## config.mk

```make
export PLATFORM = sky130hd
export DESIGN_NAME = line_pixel_rasterizer_top
export DESIGN_NICKNAME = d
export VERILOG_FILES = /design/src/lpr_pkg.sv /design/src/lpr_div.sv /design/src/lpr_dp.sv /design/src/lpr_ctrl.sv /design/src/line_pixel_rasterizer_top.sv
export VERILOG_INCLUDE_DIRS = /design/src /design/src/src
export SDC_FILE = /design/constraint.sdc
export NUM_CORES = 2
export LEC_CHECK = 0
export ABC_AREA = 1
export BUFFER_PORTS_ARGS = -buffer_cell sky130_fd_sc_hd__buf_2
export CAP_MARGIN = 20
export CELL_PAD_IN_SITES_DETAIL_PLACEMENT = 0
export CELL_PAD_IN_SITES_GLOBAL_PLACEMENT = 1
export CORE_UTILIZATION = 50
export DETAILED_ROUTE_END_ITERATION = 12
export GPL_ROUTABILITY_DRIVEN = 0
export PLACE_DENSITY_LB_ADDON = 0.08
export REMOVE_ABC_BUFFERS = 1
export SLEW_MARGIN = 30
export SYNTH_ARGS = -nofsm -noshare
export SYNTH_HDL_FRONTEND = slang
export SYNTH_HIERARCHICAL = 1
export SYNTH_SLANG_ARGS = --single-unit
```

## constraint.sdc

```tcl
create_clock -name clk_i -period 9.2 [get_ports clk_i]
set_input_delay 0.46 -clock clk_i [delete_from_list [all_inputs] [get_ports clk_i]]
set_output_delay 0.46 -clock clk_i [all_outputs]
set_load 0.02 [all_outputs]
```

## src/line_pixel_rasterizer_top_defines.svh

```systemverilog
// assertion macros for the line pixel rasterizer
`ifndef LINE_PIXEL_RASTERIZER_TOP_DEFINES_SVH
`define LINE_PIXEL_RASTERIZER_TOP_DEFINES_SVH

`ifndef ASSERT_OFF
// checked only outside reset
`define LPR_ASSERT(lbl, prop, msg) \
  lbl: assert property (@(posedge clk_i) disable iff (!rst_ni) (prop)) else $error(msg);
// checked at every edge, reset included
`define LPR_ASSERT_ALWAYS(lbl, prop, msg) \
  lbl: assert property (@(posedge clk_i) (prop)) else $error(msg);
`else
`define LPR_ASSERT(lbl, prop, msg)
`define LPR_ASSERT_ALWAYS(lbl, prop, msg)
`endif

`endif

```

## src/lpr_pkg.sv

```systemverilog
`default_nettype none

package lpr_pkg;

  // coordinate format
  localparam int COORD_W = 13;
  localparam int FRAC_W  = 8;
  localparam int INT_W   = COORD_W - FRAC_W;
  localparam int MARK_W  = 8;

  // grid
  localparam int GRID  = 32;
  localparam int POS_W = $clog2(GRID);

  // slope arithmetic widths
  localparam int DX_W  = COORD_W;
  localparam int DY_W  = COORD_W + 1;
  localparam int DEN_W = DX_W + FRAC_W;
  localparam int NUM_W = 2 * COORD_W + 2;
  localparam int DVD_W = NUM_W - 1;
  localparam int Q_W   = DVD_W - FRAC_W + 3;
  localparam int CNT_W = $clog2(DVD_W);

  typedef struct packed {
    logic [COORD_W-1:0] start_x;
    logic [COORD_W-1:0] start_y;
    logic [COORD_W-1:0] end_x;
    logic [COORD_W-1:0] end_y;
    logic [MARK_W-1:0]  pen_mark;
  } in_t;

  typedef struct packed {
    logic [POS_W-1:0]  pixel_column;
    logic [POS_W-1:0]  pixel_row;
    logic [MARK_W-1:0] mark;
    logic              off_grid;
    logic              last;
  } out_t;

  typedef enum logic [1:0] {
    MODE_VERT,
    MODE_HORIZ,
    MODE_SLOPE
  } mode_e;

  typedef enum logic [2:0] {
    ST_IDLE,
    ST_MUL,
    ST_SUM,
    ST_QGO,
    ST_QWAIT,
    ST_SGO,
    ST_SWAIT,
    ST_EMIT
  } state_e;

  // controller to datapath
  typedef struct packed {
    logic load;
    logic mul;
    logic sum;
    logic div_start;
    logic div_sel_step;
    logic cap_num;
    logic cap_step;
    logic emit;
  } cmd_t;

  // datapath to controller
  typedef struct packed {
    logic slope;
    logic last;
    logic div_done;
    logic out_free;
  } sts_t;

endpackage

`default_nettype wire

```

## src/lpr_div.sv

```systemverilog
`default_nettype none
`include "line_pixel_rasterizer_top_defines.svh"

module lpr_div import lpr_pkg::*; (
  input  wire              clk_i,
  input  wire              rst_ni,
  input  wire              start_i,
  input  wire [DVD_W-1:0]  dividend_i,
  input  wire [DEN_W-1:0]  divisor_i,
  output logic             done_o,
  output logic [DVD_W-1:0] quotient_o,
  output logic [DEN_W-1:0] remainder_o
);

  localparam logic [CNT_W-1:0] LastStep = CNT_W'(DVD_W - 1);

  logic             busy_q, busy_d;
  logic             done_q, done_d;
  logic [CNT_W-1:0] cnt_q, cnt_d;
  logic [DVD_W-1:0] dvd_q, dvd_d;
  logic [DEN_W-1:0] rem_q, rem_d;
  logic [DEN_W-1:0] dvs_q, dvs_d;
  logic [DEN_W:0]   trial;
  logic [DEN_W:0]   diff;
  logic             ge;

  // one restoring step: shift in the next dividend bit, subtract if it fits
  always_comb begin
    trial = {rem_q, dvd_q[DVD_W-1]};
    diff  = trial - {1'b0, dvs_q};
    ge    = trial >= {1'b0, dvs_q};
  end

  // next state of the iteration
  always_comb begin
    busy_d = busy_q;
    done_d = 1'b0;
    cnt_d  = cnt_q;
    dvd_d  = dvd_q;
    rem_d  = rem_q;
    dvs_d  = dvs_q;
    if (start_i) begin
      busy_d = 1'b1;
      cnt_d  = '0;
      dvd_d  = dividend_i;
      rem_d  = '0;
      dvs_d  = divisor_i;
    end else if (busy_q) begin
      rem_d = ge ? diff[DEN_W-1:0] : trial[DEN_W-1:0];
      dvd_d = {dvd_q[DVD_W-2:0], ge};
      cnt_d = cnt_q + 1'b1;
      if (cnt_q == LastStep) begin
        busy_d = 1'b0;
        done_d = 1'b1;
      end
    end
  end

  // control registers
  always_ff @(posedge clk_i or negedge rst_ni) begin
    if (!rst_ni) begin
      busy_q <= 1'b0;
      done_q <= 1'b0;
      cnt_q  <= '0;
    end else begin
      busy_q <= busy_d;
      done_q <= done_d;
      cnt_q  <= cnt_d;
    end
  end

  // operand and result registers
  always_ff @(posedge clk_i) begin
    dvd_q <= dvd_d;
    rem_q <= rem_d;
    dvs_q <= dvs_d;
  end

  assign done_o      = done_q;
  assign quotient_o  = dvd_q;
  assign remainder_o = rem_q;

  `LPR_ASSERT(a_div_start_idle, start_i |-> !busy_q, "divider started while busy")
  `LPR_ASSERT_ALWAYS(a_div_done_pulse, done_q |=> !done_q, "divider done held longer than one cycle")

endmodule

`default_nettype wire

```

## src/lpr_dp.sv

```systemverilog
`default_nettype none
`include "line_pixel_rasterizer_top_defines.svh"

module lpr_dp import lpr_pkg::*; (
  input  wire       clk_i,
  input  wire       rst_ni,
  input  wire in_t  in_data_i,
  input  wire cmd_t cmd_i,
  input  wire       out_ready_i,
  output sts_t      sts_o,
  output logic      out_valid_o,
  output out_t      out_data_o
);

  // line registers
  logic [COORD_W-1:0] sx_q, sy_q, ex_q, ey_q;
  mode_e              mode_q;
  logic [POS_W-1:0]   i_q, hi_q;
  logic [MARK_W-1:0]  mark_q;

  // slope registers
  logic [2*COORD_W-1:0]    p1_q;
  logic signed [NUM_W-1:0] p2_q;
  logic signed [NUM_W-1:0] num0_q;
  logic signed [Q_W-1:0]   q_q, a_q;
  logic [DEN_W-1:0]        r_q, b_q;

  // output register
  logic out_valid_q;
  out_t out_data_q, out_data_d;

  // load side
  logic               swap, vert, ysw;
  logic [COORD_W-1:0] ax, ay, bx, by, sy_d, ey_d;
  logic [POS_W-1:0]   lo_d, hi_d;
  mode_e              mode_d;

  // slope side
  logic [DX_W-1:0]         dx;
  logic signed [DY_W-1:0]  dy, d;
  logic [DY_W-1:0]         dy_mag;
  logic [DEN_W-1:0]        den;
  logic [NUM_W-1:0]        num_mag;
  logic [DVD_W-1:0]        dvd;
  logic [DEN_W-1:0]        dvs;
  logic                    div_done;
  logic [DVD_W-1:0]        quo;
  logic [DEN_W-1:0]        rem;
  logic                    neg, rnz;
  logic [Q_W-1:0]          qmag, qs;
  logic [DEN_W-1:0]        rs;
  logic [DEN_W:0]          r_sum;
  logic                    wrap;

  // emit side
  logic             q_neg, q_big, q_m1, rz;
  logic [POS_W-1:0] slope_row;
  logic             slope_off;

  // endpoint ordering and mode choice
  always_comb begin
    swap   = in_data_i.start_x > in_data_i.end_x;
    ax     = swap ? in_data_i.end_x   : in_data_i.start_x;
    ay     = swap ? in_data_i.end_y   : in_data_i.start_y;
    bx     = swap ? in_data_i.start_x : in_data_i.end_x;
    by     = swap ? in_data_i.start_y : in_data_i.end_y;
    vert   = ax == bx;
    ysw    = vert && (ay > by);
    sy_d   = ysw ? by : ay;
    ey_d   = ysw ? ay : by;
    if (vert) begin
      mode_d = MODE_VERT;
    end else if (ay == by) begin
      mode_d = MODE_HORIZ;
    end else begin
      mode_d = MODE_SLOPE;
    end
    lo_d = vert ? sy_d[COORD_W-1:FRAC_W] : ax[COORD_W-1:FRAC_W];
    hi_d = vert ? ey_d[COORD_W-1:FRAC_W] : bx[COORD_W-1:FRAC_W];
  end

  // line differences; i_q still holds the first column during the multiply
  always_comb begin
    dx      = ex_q - sx_q;
    dy      = $signed({1'b0, ey_q}) - $signed({1'b0, sy_q});
    d       = $signed({1'b0, i_q, {FRAC_W{1'b0}}}) - $signed({1'b0, ex_q});
    den     = {dx, {FRAC_W{1'b0}}};
    dy_mag  = dy[DY_W-1] ? DY_W'(-dy) : dy;
    num_mag = num0_q[NUM_W-1] ? NUM_W'(-num0_q) : num0_q;
  end

  // divider operands: start numerator over den, or step dy over dx
  always_comb begin
    if (cmd_i.div_sel_step) begin
      dvd = {{(DVD_W-DX_W){1'b0}}, dy_mag[DX_W-1:0]};
      dvs = {{(DEN_W-DX_W){1'b0}}, dx};
    end else begin
      dvd = num_mag[DVD_W-1:0];
      dvs = den;
    end
  end

  lpr_div u_div (
    .clk_i       (clk_i),
    .rst_ni      (rst_ni),
    .start_i     (cmd_i.div_start),
    .dividend_i  (dvd),
    .divisor_i   (dvs),
    .done_o      (div_done),
    .quotient_o  (quo),
    .remainder_o (rem)
  );

  // turn magnitude division into floor quotient and nonnegative remainder
  always_comb begin
    neg  = cmd_i.cap_step ? dy[DY_W-1] : num0_q[NUM_W-1];
    rnz  = rem != '0;
    qmag = {1'b0, quo[Q_W-2:0]};
    qs   = neg ? (~qmag + {{(Q_W-1){1'b0}}, ~rnz}) : qmag;
    rs   = (neg && rnz) ? (dvs - rem) : rem;
  end

  // incremental step of the row fraction
  always_comb begin
    r_sum = {1'b0, r_q} + {1'b0, b_q};
    wrap  = r_sum >= {1'b0, den};
  end

  // row of a sloped line: truncate toward zero, clamp into the grid
  always_comb begin
    q_neg = q_q[Q_W-1];
    q_m1  = &q_q;
    rz    = r_q == '0;
    q_big = !q_neg && (q_q[Q_W-2:POS_W] != '0);
    if (q_neg) begin
      slope_row = '0;
      slope_off = !(q_m1 && !rz);
    end else if (q_big) begin
      slope_row = POS_W'(GRID - 1);
      slope_off = 1'b1;
    end else begin
      slope_row = q_q[POS_W-1:0];
      slope_off = 1'b0;
    end
  end

  // pixel to present
  always_comb begin
    out_data_d.mark     = mark_q;
    out_data_d.last     = i_q == hi_q;
    out_data_d.off_grid = 1'b0;
    unique case (mode_q)
      MODE_VERT: begin
        out_data_d.pixel_column = sx_q[COORD_W-1:FRAC_W];
        out_data_d.pixel_row    = i_q;
      end
      MODE_HORIZ: begin
        out_data_d.pixel_column = i_q;
        out_data_d.pixel_row    = sy_q[COORD_W-1:FRAC_W];
      end
      default: begin
        out_data_d.pixel_column = i_q;
        out_data_d.pixel_row    = slope_row;
        out_data_d.off_grid     = slope_off;
      end
    endcase
  end

  // line and slope registers
  always_ff @(posedge clk_i) begin
    if (cmd_i.load) begin
      sx_q   <= ax;
      ex_q   <= bx;
      sy_q   <= sy_d;
      ey_q   <= ey_d;
      mode_q <= mode_d;
      i_q    <= lo_d;
      hi_q   <= hi_d;
      mark_q <= in_data_i.pen_mark;
    end else if (cmd_i.emit) begin
      i_q <= i_q + 1'b1;
    end
    if (cmd_i.mul) begin
      p1_q <= ey_q * dx;
      p2_q <= d * dy;
    end
    if (cmd_i.sum) begin
      num0_q <= $signed({2'b00, p1_q}) + p2_q;
    end
    if (cmd_i.cap_num) begin
      q_q <= qs;
      r_q <= rs;
    end else if (cmd_i.emit) begin
      q_q <= q_q + a_q + {{(Q_W-1){1'b0}}, wrap};
      r_q <= wrap ? DEN_W'(r_sum - {1'b0, den}) : r_sum[DEN_W-1:0];
    end
    if (cmd_i.cap_step) begin
      a_q <= qs;
      b_q <= {rs[DX_W-1:0], {FRAC_W{1'b0}}};
    end
  end

  // output stage
  always_ff @(posedge clk_i or negedge rst_ni) begin
    if (!rst_ni) begin
      out_valid_q <= 1'b0;
    end else if (cmd_i.emit) begin
      out_valid_q <= 1'b1;
    end else if (out_ready_i) begin
      out_valid_q <= 1'b0;
    end
  end

  always_ff @(posedge clk_i) begin
    if (cmd_i.emit) begin
      out_data_q <= out_data_d;
    end
  end

  assign out_valid_o = out_valid_q;
  assign out_data_o  = out_data_q;

  always_comb begin
    sts_o.slope    = mode_q == MODE_SLOPE;
    sts_o.last     = i_q == hi_q;
    sts_o.div_done = div_done;
    sts_o.out_free = !out_valid_q || out_ready_i;
  end

  `LPR_ASSERT(a_dp_rem_below_den, (cmd_i.emit && mode_q == MODE_SLOPE) |-> (r_q < den), "row remainder not below denominator")
  `LPR_ASSERT(a_dp_col_in_span, cmd_i.emit |-> (i_q <= hi_q), "pixel step ran past the line end")

endmodule

`default_nettype wire

```

## src/lpr_ctrl.sv

```systemverilog
`default_nettype none
`include "line_pixel_rasterizer_top_defines.svh"

module lpr_ctrl import lpr_pkg::*; (
  input  wire       clk_i,
  input  wire       rst_ni,
  input  wire       in_valid_i,
  output logic      in_ready_o,
  input  wire sts_t sts_i,
  output cmd_t      cmd_o
);

  state_e state_q, state_d;

  // next state
  always_comb begin
    state_d = state_q;
    unique case (state_q)
      ST_IDLE:  if (in_valid_i) state_d = ST_MUL;
      ST_MUL:   state_d = sts_i.slope ? ST_SUM : ST_EMIT;
      ST_SUM:   state_d = ST_QGO;
      ST_QGO:   state_d = ST_QWAIT;
      ST_QWAIT: if (sts_i.div_done) state_d = ST_SGO;
      ST_SGO:   state_d = ST_SWAIT;
      ST_SWAIT: if (sts_i.div_done) state_d = ST_EMIT;
      ST_EMIT:  if (sts_i.out_free && sts_i.last) state_d = ST_IDLE;
      default:  state_d = ST_IDLE;
    endcase
  end

  // commands
  always_comb begin
    cmd_o      = '0;
    in_ready_o = 1'b0;
    unique case (state_q)
      ST_IDLE: begin
        in_ready_o = 1'b1;
        cmd_o.load = in_valid_i;
      end
      ST_MUL:   cmd_o.mul = 1'b1;
      ST_SUM:   cmd_o.sum = 1'b1;
      ST_QGO:   cmd_o.div_start = 1'b1;
      ST_QWAIT: cmd_o.cap_num = sts_i.div_done;
      ST_SGO: begin
        cmd_o.div_start    = 1'b1;
        cmd_o.div_sel_step = 1'b1;
      end
      ST_SWAIT: begin
        cmd_o.div_sel_step = 1'b1;
        cmd_o.cap_step     = sts_i.div_done;
      end
      ST_EMIT:  cmd_o.emit = sts_i.out_free;
      default:  cmd_o = '0;
    endcase
  end

  always_ff @(posedge clk_i or negedge rst_ni) begin
    if (!rst_ni) begin
      state_q <= ST_IDLE;
    end else begin
      state_q <= state_d;
    end
  end

  `LPR_ASSERT(a_ctrl_emit_free, cmd_o.emit |-> sts_i.out_free, "pixel issued into a full output stage")
  `LPR_ASSERT(a_ctrl_done_waiting, sts_i.div_done |-> (state_q == ST_QWAIT || state_q == ST_SWAIT), "divider finished outside a wait state")

endmodule

`default_nettype wire

```

## src/line_pixel_rasterizer_top.sv

```systemverilog
// Line pixel rasterizer.
// Input channel (in_valid_i / in_ready_o / in_data_i) takes one segment: two
// endpoints in unsigned fixed point with 8 fraction bits and a mark byte.
// Output channel (out_valid_o / out_ready_i / out_data_o) gives one transfer
// per grid pixel, columns rising (rows rising for vertical segments), last set on the final pixel of the segment.
// Vertical and horizontal segments go from the load through the multiply
// state straight to pixel output. Sloped segments: the start row and the
// slope are each found by a 27-step shift-subtract divider, one bit per
// cycle, before the first pixel is issued. After that one pixel per cycle
// while the receiver takes them; a segment covers at most 32 pixels.
// A new segment is taken once the final pixel sits in the output register.
// Rows outside the grid are clamped and flagged with off_grid.
// A stalled receiver holds the output register and the pixel sequence waits.
// Reset is asynchronous, active low: the controller returns to idle, the
// divider goes idle and the output register empties; nothing else needs clearing.
`default_nettype none

module line_pixel_rasterizer_top import lpr_pkg::*; (
  input  wire      clk_i,
  input  wire      rst_ni,
  input  wire      in_valid_i,
  output logic     in_ready_o,
  input  wire in_t in_data_i,
  output logic     out_valid_o,
  input  wire      out_ready_i,
  output out_t     out_data_o
);

  cmd_t cmd;
  sts_t sts;

  // sequencing
  lpr_ctrl u_ctrl (
    .clk_i      (clk_i),
    .rst_ni     (rst_ni),
    .in_valid_i (in_valid_i),
    .in_ready_o (in_ready_o),
    .sts_i      (sts),
    .cmd_o      (cmd)
  );

  // arithmetic and output stage
  lpr_dp u_dp (
    .clk_i       (clk_i),
    .rst_ni      (rst_ni),
    .in_data_i   (in_data_i),
    .cmd_i       (cmd),
    .out_ready_i (out_ready_i),
    .sts_o       (sts),
    .out_valid_o (out_valid_o),
    .out_data_o  (out_data_o)
  );

endmodule

`default_nettype wire

```

==> run_results.csv <==
group,metric,value,unit
sta,setup_tns,0,ns
critical_path,cp.required,9.50,ns
cts,cts_buffers,40,
final_layout,drive_above_1_share,0.0607,
sta,skew,0.0252,ns
yosys,synthMuxAreaShare,0,
yosys,yosys.area.top_type,"edfxtp_1",
sta,fin_crit_sh,0.875,
yosys,synthSimpleGateAreaFrac,0.203,
yosys,yosysTopAreaCellShare,0.252,
global_routing,grt_pass1_wl,160000,um
cts,htree_levels,2,
sta,setup_viol,0,
global_routing,antenna_found_initial,0,
floorplan,core-area,0.0704,sq mm
yosys,synthArstFlopShare,0.0331,
sta,worst_pin_slew,0.971,ns
critical_path,path_class,"flip-flop to flip-flop",
floorplan,die_h,269,um
run,cap_violations,0,
sta,fmax,0.124,GHz
placement,port_buffers,85,
sta,max_slew_margin,0.351,
yosys,synth_compound_area_frac,0.0900,
yosys,synth.area.top_cells,"edfxtp_1 25%, fa_1 18%, ha_1 11%",
global_routing,grt_overflow_total,0,
routing,drcViolationCount,0,
cts,clock-sinks,332,
yosys,synth_xor_xnor_area_share,0.0446,
floorplan,die_w,269,um
yosys,postSynthAreaPerCell,8.11,sq um
floorplan,fp-row-count,97,
yosys,synth_cell_type_count,58,
final_layout,ff_latch_area,0.00970,sq mm
critical_path,path_max_fanout,13,
global_routing,grt_pass1_vias,28600,
outcome,outcome,"finished clean",
routing,via_count,28800,
sta,finalMaxSlewViolations,0,
critical_path,crit_path_end_kind,"flip-flop",
floorplan,start_util,0.508,
sta,timing_hold_violations_final,0,
final_layout,num-fill-cells,6874,
floorplan,io_pins,86,
routing,wl_per_cell,18.8,um
min_path,worstHoldPathType,"primary input to flip-flop",
yosys,ys.warnings.count,6,
critical_path,start_kind,"flip-flop",
cts,cts_tree,"done",
critical_path,path_buf_inv,4,
cts,cts.clk_slew.worst_paths,0.06,ns
cts,cts_max_path_buffers,3,
floorplan,dieArea,0.0725,sq mm
yosys,synth_top_family_by_area,"adder cells",
yosys,synth_flop_cell,"edfxtp_1",
global_routing,gr-usage-all-layers,0.284,
critical_path,timing.critical_path.mode_cell,"fa_1",
yosys,yosysSeqAreaShare,0.272,
final_layout,syn_to_final_growth,7.65,%
final_layout,multi_input_area,0.0224,sq mm
routing,final_antenna_net_count,0,
sta,rsz0062_at_grt,"false",
yosys,synthMostInstantiatedCell,"nand2_1",
yosys,yosys.area_share.adder,0.289,
yosys,synth_seq_cells,332,
critical_path,cp.arrival,8.35,ns
sta,layout_min_cycle_time,8.05,ns
critical_path,slowest_delay,0.61,ns
cts,cts_root_buf,"clkbuf_16",
yosys,synth_cells,4404,
critical_path,path_delay_family,"adder cells",
routing,routed_wl,102000,um
routing,drt_pass1_iterations,6,
yosys,yosys-top-cells-count,"1001 x nand2_1, 813 x inv_1, 358 x nor2_1",
global_routing,grt_max_degree,96,
yosys,synth_edf_count,300,
final_layout,fin_nets,5163,
yosys,syn_area,0.0357,sq mm
placement,dp_hpwl,83400,um
routing,drt_first_iter_violations,1971,
final_layout,antenna-diode-count,0,
critical_path,slowest_stage,"xor2_1",
cts,clock_latency,0.59,ns
routing,vias_per_cell,5.30,
[final timing paths]
| path | start | end | slack (ns) | cells after the start |
|---|---|---|---|---|
| worst min register to register | u_dp/mark_q[5] | u_dp/out_data_o[7] | 0.42 | 0 |
| worst max register to register | u_dp/ex_q[0] | u_dp/p2_q[27] | 1.15 | 28 |
| max in group asynchronous | rst_ni | u_dp/u_div/busy_q | 8.72 | 2 |
| worst max-delay path | u_dp/ex_q[0] | u_dp/p2_q[27] | 1.15 | 28 |
| worst min-delay path | in_data_i[6] | u_dp/mark_q[6] | 0.05 | 1 |
| min in group asynchronous | rst_ni | u_ctrl/state_q[0] | 0.27 | 2 |
[sequential cells by signal, indices dropped and copies added (netlist names), 2 cells and up]
signal,cells
u_dp/num0_q,28
u_dp/p2_q,28
u_dp/u_div/quotient_o,27
u_dp/p1_q,26
u_dp/a_q,22
u_dp/q_q,22
u_dp/r_q,21
u_dp/u_div/dvs_q,21
u_dp/u_div/remainder_o,21
u_dp/out_data_o,20
u_dp/b_q,13
u_dp/ex_q,13
u_dp/ey_q,13
u_dp/sx_q,13
u_dp/sy_q,13
u_dp/mark_q,8
u_dp/hi_q,5
u_dp/i_q,5
u_dp/u_div/cnt_q,5
u_ctrl/state_q,3
u_dp/mode_q,2
[cells by family (layout without fill, tap and decap cells)]
family                     Yosys count  in the layout
adders and majority gates          631            631
DFF                                332            332
buffers and inverters              941           1036
and+or+nand+nor                   1722           1722
AOI/OAI and AO/OA                  596            596
xor gates and xnor gates           182            182
[area by class of cell]
| cell class | instances | share of cell area |
|---|---|---|
| Inverter | 839 | 0.0819 |
| Sequential cell | 332 | 0.252 |
| Multi-Input combinational cell | 3131 | 0.584 |
| Clock inverter | 19 | 0.00488 |
| Timing Repair Buffer | 124 | 0.0187 |
| Clock buffer | 54 | 0.0282 |
| Tap cell | 940 | 0.0306 |
[through the flow]
stage,hold WS [ns],setup WS [ns],std cells,util,instance area (sq um)
final,0.0509,1.15,5439,0.547,38500
after global routing,0.0317,0.589,5439,0.547,38500
after CTS,0.0180,1.23,5439,0.547,38500
after detailed placement,0.346,1.24,5365,0.528,37200
after global placement,0.345,1.29,5365,0.528,37200
after floorplan,0.164,1.95,4302,-,35300
[per-layer routing]
metal / up-vias / global-route usage / routed length [um]
met5: - / 0 / 0
met4: 0 / 0.0897 / 3420
met3: 162 / 0.0298 / 5070
met2: 739 / 0.497 / 50300
met1: 13800 / 0.367 / 43600
li1: 14200 / - / -
[cell usage in the layout (no fill, tap or decap), types with 6 or more instances in the layout]
| cell type | netlist | routed |
|---|---|---|
| o211ai_1 | 13 | 13 |
| nor3_1 | 47 | 46 |
| a31oi_1 | 17 | 17 |
| nand3_2 | 13 | 13 |
| nand3b_1 | 12 | 12 |
| xnor2_1 | 74 | 74 |
| edfxtp_1 | 300 | 300 |
| buf_2 | 7 | 85 |
| a21oi_1 | 262 | 262 |
| o21bai_1 | 15 | 15 |
| nor2_2 | 8 | 10 |
| nand3_1 | 169 | 169 |
| ha_1 | 306 | 306 |
| clkinv_2 | 0 | 6 |
| nor2_4 | 6 | 8 |
| inv_2 | 13 | 13 |
| buf_4 | 10 | 38 |
| a21o_1 | 10 | 10 |
| or2_2 | 22 | 22 |
| dfxtp_1 | 21 | 21 |
| fa_1 | 325 | 325 |
| o221ai_1 | 7 | 7 |
| nor4_1 | 19 | 17 |
| o21ai_1 | 22 | 22 |
| nand4_1 | 37 | 37 |
| o31ai_1 | 7 | 7 |
| o22ai_1 | 6 | 6 |
| nand2_1 | 1001 | 1001 |
| xor2_1 | 108 | 108 |
| clkinv_1 | 13 | 16 |
| and2_1 | 6 | 6 |
| inv_1 | 813 | 812 |
| o21ai_0 | 217 | 217 |
| dfrtp_1 | 11 | 11 |
| nor2_1 | 358 | 354 |
| nand2_2 | 11 | 11 |
| a21boi_0 | 6 | 6 |
| clkbuf_1 | 73 | 12 |
| clkbuf_16 | 0 | 41 |
[what timing repair did]
action                     in CTS  in global routing
hold buffers                    1                  0
gates resized for setup         0                  0
hold endpoints to repair       11                  0
buffers inserted                0                  0
setup endpoints to repair       0                  0
Power is not shown: default switching activity piles up to over one toggle a cycle in this logic, so the estimate is an artifact.
